**src/rtl/core/bba_pkg.sv**
```systemverilog
// ----------------------------------------------------------------------------
// bba_pkg
// Shared widths, codes and controller/datapath interface types for the
// buddy block allocator.
// ----------------------------------------------------------------------------
package bba_pkg;

    localparam int MEM_ORDER_DEF = 10;

    // Item field widths
    localparam int OP_W   = 1;
    localparam int SIZE_W = 11;
    localparam int OFF_W  = 10;
    localparam int ORD_W  = 4;
    localparam int ST_W   = 2;

    localparam logic [OP_W-1:0] OP_ALLOC = 1'b0;
    localparam logic [OP_W-1:0] OP_FREE  = 1'b1;

    localparam logic [ST_W-1:0] ST_OK   = 2'd0;
    localparam logic [ST_W-1:0] ST_NONE = 2'd1;
    localparam logic [ST_W-1:0] ST_BAD  = 2'd2;
    localparam logic [ST_W-1:0] ST_UNK  = 2'd3;

    typedef enum logic [4:0] {
        CMD_NONE,
        CMD_CLEAR,
        CMD_LOAD,
        CMD_KSTEP,
        CMD_SINIT,
        CMD_SREAD,
        CMD_SNEXTI,
        CMD_SNEXTJ,
        CMD_STAKE,
        CMD_SSPLIT,
        CMD_SFIN,
        CMD_FREAD,
        CMD_FSTART,
        CMD_MREAD,
        CMD_MKILL,
        CMD_MSELF,
        CMD_MSET,
        CMD_RBAD,
        CMD_RNONE,
        CMD_RUNK,
        CMD_EMIT
    } t_cmd;

    typedef struct packed {
        logic            clr_done;
        logic [OP_W-1:0] op;
        logic            size_bad;
        logic            off_bad;
        logic            k_ok;
        logic            fm_bit;
        logic            at_valid;
        logic            i_last;
        logic            j_top;
        logic            k_top;
        logic            j_eq_k;
        logic            slot_free;
    } t_stat;

endpackage

```
**src/rtl/core/bba_ctrl.sv**
```systemverilog
// ----------------------------------------------------------------------------
// bba_ctrl
// Sequencer for clearing, order search, splitting and buddy merging.
// ----------------------------------------------------------------------------
module bba_ctrl
    import bba_pkg::*;
(
    input  logic  i_clk,
    input  logic  i_rst_n,
    input  logic  i_s_tvalid,
    output logic  o_s_tready,
    input  t_stat i_stat,
    output t_cmd  o_cmd
);

    typedef enum logic [12:0] {
        S_CLEAR = 13'b0000000000001,
        S_IDLE  = 13'b0000000000010,
        S_DEC   = 13'b0000000000100,
        S_KSZ   = 13'b0000000001000,
        S_SRD   = 13'b0000000010000,
        S_SCHK  = 13'b0000000100000,
        S_SSPL  = 13'b0000001000000,
        S_FCHK  = 13'b0000010000000,
        S_MRD   = 13'b0000100000000,
        S_MCHK  = 13'b0001000000000,
        S_MSELF = 13'b0010000000000,
        S_MSET  = 13'b0100000000000,
        S_RES   = 13'b1000000000000
    } t_state;

    t_state r_state, n_state;

    always_ff @(posedge i_clk) begin
        if (!i_rst_n) begin
            r_state <= S_CLEAR;
        end else begin
            r_state <= n_state;
        end
    end

    always_comb begin
        n_state    = r_state;
        o_cmd      = CMD_NONE;
        o_s_tready = 1'b0;
        unique case (r_state)
            S_CLEAR: begin
                o_cmd = CMD_CLEAR;
                if (i_stat.clr_done) n_state = S_IDLE;
            end
            S_IDLE: begin
                o_s_tready = 1'b1;
                if (i_s_tvalid) begin
                    o_cmd   = CMD_LOAD;
                    n_state = S_DEC;
                end
            end
            S_DEC: begin
                if (i_stat.op == OP_ALLOC) begin
                    if (i_stat.size_bad) begin
                        o_cmd   = CMD_RBAD;
                        n_state = S_RES;
                    end else begin
                        n_state = S_KSZ;
                    end
                end else if (i_stat.off_bad) begin
                    o_cmd   = CMD_RUNK;
                    n_state = S_RES;
                end else begin
                    o_cmd   = CMD_FREAD;
                    n_state = S_FCHK;
                end
            end
            S_KSZ: begin
                if (i_stat.k_ok) begin
                    o_cmd   = CMD_SINIT;
                    n_state = S_SRD;
                end else begin
                    o_cmd = CMD_KSTEP;
                end
            end
            S_SRD: begin
                o_cmd   = CMD_SREAD;
                n_state = S_SCHK;
            end
            S_SCHK: begin
                if (i_stat.fm_bit) begin
                    o_cmd   = CMD_STAKE;
                    n_state = S_SSPL;
                end else if (!i_stat.i_last) begin
                    o_cmd   = CMD_SNEXTI;
                    n_state = S_SRD;
                end else if (!i_stat.j_top) begin
                    o_cmd   = CMD_SNEXTJ;
                    n_state = S_SRD;
                end else begin
                    o_cmd   = CMD_RNONE;
                    n_state = S_RES;
                end
            end
            S_SSPL: begin
                if (i_stat.j_eq_k) begin
                    o_cmd   = CMD_SFIN;
                    n_state = S_RES;
                end else begin
                    o_cmd = CMD_SSPLIT;
                end
            end
            S_FCHK: begin
                if (i_stat.at_valid) begin
                    o_cmd   = CMD_FSTART;
                    n_state = S_MRD;
                end else begin
                    o_cmd   = CMD_RUNK;
                    n_state = S_RES;
                end
            end
            S_MRD: begin
                if (i_stat.k_top) begin
                    n_state = S_RES;
                end else begin
                    o_cmd   = CMD_MREAD;
                    n_state = S_MCHK;
                end
            end
            S_MCHK: begin
                if (i_stat.fm_bit) begin
                    o_cmd   = CMD_MKILL;
                    n_state = S_MSELF;
                end else begin
                    n_state = S_RES;
                end
            end
            S_MSELF: begin
                o_cmd   = CMD_MSELF;
                n_state = S_MSET;
            end
            S_MSET: begin
                o_cmd   = CMD_MSET;
                n_state = S_MRD;
            end
            S_RES: begin
                if (i_stat.slot_free) begin
                    o_cmd   = CMD_EMIT;
                    n_state = S_IDLE;
                end
            end
            default: n_state = S_CLEAR;
        endcase
    end

endmodule

```
**config.mk**
```make
export PLATFORM = sky130hd
export DESIGN_NAME = bba_ctrl
export DESIGN_NICKNAME = d
export VERILOG_FILES = /design/src/rtl/core/bba_pkg.sv /design/src/rtl/core/bba_ctrl.sv
export SDC_FILE = /design/constraint.sdc
export NUM_CORES = 1
export LEC_CHECK = 0
export ABC_CLOCK_PERIOD_IN_PS = 2800
export BUFFER_PORTS_ARGS = -buffer_cell sky130_fd_sc_hd__buf_4
export CORE_ASPECT_RATIO = 0.75
export CORE_MARGIN = 3
export CORE_UTILIZATION = 50
export DETAILED_ROUTE_END_ITERATION = 8
export HOLD_SLACK_MARGIN = 0.15
export PLACE_DENSITY = 0.78
export SYNTH_ARGS = -nofsm -noshare
export SYNTH_HDL_FRONTEND = slang
export SYNTH_SLANG_ARGS = --single-unit
```
**constraint.sdc**
```tcl
create_clock -name i_clk -period 2.8 [get_ports i_clk]
set_input_delay 0.42 -clock i_clk [delete_from_list [all_inputs] [get_ports i_clk]]
set_output_delay 0.42 -clock i_clk [all_outputs]
set_load 0.005 [all_outputs]
```
# Word level (Yosys, flattened, before mapping)
# Cells that the tools add are included.
classes:
  addsub: 0
  multipliers: 0
  div_mod_pow: 0
  n_lt_le_gt_ge: 0
  n_eq_ne: 18
  shifts: 0
  n_mux: 30
  bitwise: 0
  reduce_logical: 1
op_table:
  columns: ["op", "n"]
  rows:
  - ["13-bit 2-to-1 mux", 14]
  - ["13-bit one-hot mux with 13 select lines", 1]
  - ["5-bit one-hot mux with 13 select lines", 1]
  - ["5-bit 2-to-1 mux", 8]
  - ["13-bit by 1-bit equality test with 1-bit output, second input constant", 1]
  - ["13-bit by 10-bit equality test with 1-bit output, second input constant", 1]
  - ["13-bit by 11-bit equality test with 1-bit output, second input constant", 1]
  - ["13-bit by 12-bit equality test with 1-bit output, second input constant", 1]
  - ["13-bit equality test, second input constant", 1]
  - ["13-bit by 2-bit equality test with 1-bit output, second input constant", 1]
  - ["13-bit by 3-bit equality test with 1-bit output, second input constant", 1]
  - ["13-bit by 4-bit equality test with 1-bit output, second input constant", 1]
  - ["13-bit by 5-bit equality test with 1-bit output, second input constant", 1]
  - ["13-bit by 6-bit equality test with 1-bit output, second input constant", 1]
  - ["13-bit by 7-bit equality test with 1-bit output, second input constant", 1]
  - ["13-bit by 8-bit equality test with 1-bit output, second input constant", 1]
  - ["13-bit by 9-bit equality test with 1-bit output, second input constant", 1]
  - ["2-bit != test, second input constant", 5]
  - ["4-bit 2-to-1 mux", 2]
  - ["5-bit AND reduction", 1]
  - ["2-bit 2-to-1 mux", 2]
  - ["3-bit 2-to-1 mux", 1]
  - ["1-bit 2-to-1 mux", 1]
word_totals:
  regBits: 13
  latchBits: 0
  ramBits: 0
  mem_bits_ro: 0
  output_inout_bits: 6
  n_memories: 0

# Logic depth before layout (Yosys ltp)
depth:
  depth_word: 4
  mapped_depth: 7
  ltp_nobuf: 5

# Least setup slack after synthesis
# OpenSTA, ideal clock, no wires.
synth_path:
  path_type: "register to output"
  start: "reg r_state[12]"
  end: "out o_cmd[3]"
  arrival_ps: 1791
  required_time_ps: 2380
  slack_ps: 589
  stages_incl_launch_ff: 7
  cell_sequence: "dfxtp_1 > or4_1 > buf_2 > nand2b_4 > or3_1 > nor4bb_1 > o2111ai_1"
synth_via:
  elab_chain_len: 2
synth_rtl:
  columns: ["item", "line", "rtl"]
  rows:
  - ["start: declaration", "bba_ctrl.sv:32", "t_state r_state, n_state;"]
  - ["start signal: assignment", "bba_ctrl.sv:38", "r_state <= n_state;"]
  - ["13-bit equality test, or another cell as far along", "bba_ctrl.sv:46", "unique case (r_state)"]
  - ["5-bit one-hot mux with 13 select lines *", "bba_ctrl.sv:46", null]
  - ["end: declaration", "bba_ctrl.sv:13", "output t_cmd o_cmd"]
# Mark *: on every way between the ends. The rest lies on a longest branch, timed or not.

# Worst setup path after layout
layout_path:
  start: "reg r_state[5]"
  end: "out o_cmd[1]"
# The elaborated chain is that of the path after synthesis.

==> impl_metrics.ini <==
[floorplan]
initial_utilization_pct = 57.2
die_w_um = 59.7
core_mm2 = 0.00189
num_io_pins = 21
rows = 13
die_height_um = 46.2
die-area_mm2 = 0.00276

[place]
place_congestion = 0.958
numPortBuffers = 20
dpl.hpwl_um = 2700
post-place-cells = 183

[grt]
grt_overflow = 0
first_global_vias = 1188
grt_usage_pct = 27.2
grt_antenna_before_repair = 0
grt_pass1_wl_um = 5600
grt_max_degree = 14

[critical_path]
critPathMaxFanout = 8
required_ns = 2.38
cp_cell_sequence = or4_4, nor2_1, nand4_1, and3_1, o2111ai_1, buf_4
cpPeakStageDelay_ns = 0.59
setup.worst_path.start_class = flop
critical_path_arrival_ns = 2.33
end_kind = output pin
path_class = reg -> out
crit_slowest_cell = or4_4
r2r_setup_slack_ns = 0.72
reg2reg_depth = 7

[logic_synthesis]
yosys_most_used_dff = dfxtp_1
synthTopCellsByArea = dfxtp_1 24%, nor3_1 5.1%, nor4b_1 4.9%, nor2_1 3.5%, nor4_1 3.5%
syn-instance-count = 142
avgSynthCellArea_um2 = 7.60
ys_types = 44
ys_seq_area_share_pct = 24.1
synth_top_area_share_pct = 24.1
synth-edff-count = 0
synth_nets = 157
netlist_area_mm2 = 0.00108
synth-xor-area-share_pct = 2.43
synth-adder-area-share_pct = 0
ys_warn_count = 0
synth-seq-cells = 13
synth_compound_area_share_pct = 16.9
yosys.area_share.simple_pct = 49.8
synthMuxAreaShare_pct = 1.04
synth_top_family_by_area = simple AND/OR/NAND/NOR gates
synthArstFlopShare_pct = 0
synth_top_area_cell = dfxtp_1

[sta]
fin_crit_ns = 2.75
finalMaxSlewViolations = 0
rsz0062_at_grt = false
final_hold_viol_count = 0
fmax_ghz = 0.364
setup_viol = 0
tns_ns = 0
worstMarginPinSlew_ns = 0.541
finClkSkew_ns = 0.00185
period_share_pct = 98.1
relSlewSlack_pct = 63.5

[final_layout]
fin_nets = 182
seq_area_um2 = 270
area_growth_pct = 25.6
drive_gt1_share_pct = 28.9
max_flop_register = r_state
fillers = 146
final_cells = 188
antenna-diode-count = 0
largest_register_ffs = 13
top_regs = r_state (13)
multi_input_area_um2 = 791
finish.utilization_pct = 71.9

[pwr]
peakVddDrop_mv = 0.446
p_leak_nw = 0.557
power_density_mw_per_mm2 = 439

[clocking]
cts_tree = done
htree_levels = 1
clock_sinks = 13
root_buffer = clkbuf_4
clk_latency_ns = 0.29
path_clk_slew_ns = 0.09
cts.path.max_buffers = 2
numCtsBuffers = 3

[drt]
avgViaCountPerCell = 7.01
dr.pass1.iters = 5
ant_nets = 0
vias = 1318
route.detailed.drc = 0
routedWlPerCell_um = 19.0
totalWireLength_um = 3570
first_iter_violations = 118

[worst_hold_path]
holdPathStages = 2
worstHoldPathType = in -> reg

[run]
maxCapViolations = 0

[run_status]
status = complete, no violations
[cell usage after synthesis, types with 3 or more instances]
cell type,instances
or4b_2,3
and3_1,3
o2111ai_1,3
or4_1,4
dfxtp_1,13
or3_1,5
a21boi_0,3
nor4b_1,6
buf_2,4
nor2_1,10
nor4_1,6
nand2b_1,3
nor2b_1,4
nand4_1,4
o21ai_0,5
nand3_1,3
xor2_1,3
nand2_1,8
and2_1,3
inv_1,6
nor3_1,11
clkbuf_1,5
[worst paths after layout]
kind                 to        from
max reg2reg  r_state[1]  r_state[4]
min reg2reg  r_state[0]  r_state[0]
min          r_state[7]   i_stat[8]
max            o_cmd[1]  r_state[5]
[what timing repair did]
action	in CTS	in global routing
setup endpoints to repair	3	5
gates resized for setup	3	10
pin swaps	0	3
buffers inserted	0	1
hold buffers	0	0
[placed cells by master (no fill, tap or decap), types with 3 or more instances in the layout]
cell type and count:
buf_4 29, nor2b_1 4, nor4b_1 6, nor4_1 4
xor2_1 3, inv_1 6, o2111ai_1 3, a21boi_0 3
nand2b_1 3, or3_1 5, nand3_1 3, nor3_1 11
and2_1 3, nand4_1 4, clkbuf_4 3, nor2_1 10
o21ai_0 4, nand2_1 8, and3_1 3, dfxtp_1 9
[through the flow]
| stage | setup WS (ns) | area (um^2) | total power [mW] | hold slack [ns] |
|---|---|---|---|---|
| 2_1_floorplan | 0.589 | 1080 | 0.365 | 0.496 |
| 3_3_place_gp | 0.327 | 1280 | 0.446 | 0.606 |
| 3_5_place_dp | 0.262 | 1280 | 0.446 | 0.605 |
| 4_1_cts | 0.0101 | 1330 | 0.570 | 0.300 |
| 5_1_grt | 0.0165 | 1360 | 0.621 | 0.288 |
| 6_report | 0.0524 | 1360 | 0.595 | 0.295 |
[critical path: cells and delay by family, from the launching register on]
family          cells  cell delay [ns]
compound gates      1             0.11
buf+inv             1             0.15
simple gates        4             1.38
flops               1             0.39
[metal layers]
metal  GRT usage [%]  part of all wire (%)
met1            36.6                    42
met2            40.9                    42
met3            9.24                    13
met4            7.96                   2.2
met5               0                     0
[layout make-up]
type,count,area share (%)
sequential,13,19.9
multi-input combinational,114,58.3
clock buffer,3,1.66
clock inverter,1,0.369
timing repair buffer,29,16.1
inverter,6,1.66
tap,22,2.03
[power breakdown]
part           switching (mW)  internal, mW  leakage (nW)
sequential             0.0339         0.203         0.107
clock                  0.0758        0.0532        0.0177
combinational           0.120         0.110         0.433
total                   0.229         0.366         0.557
[cells by family after synthesis]
group,count (synthesis)
flip-flops,13
AO/OA/AOI/OAI,25
XOR/XNOR,3
buffers and inverters,15
AND/OR/NAND/NOR,85
multiplexers,1
Power figures use the tool's default switching activity.
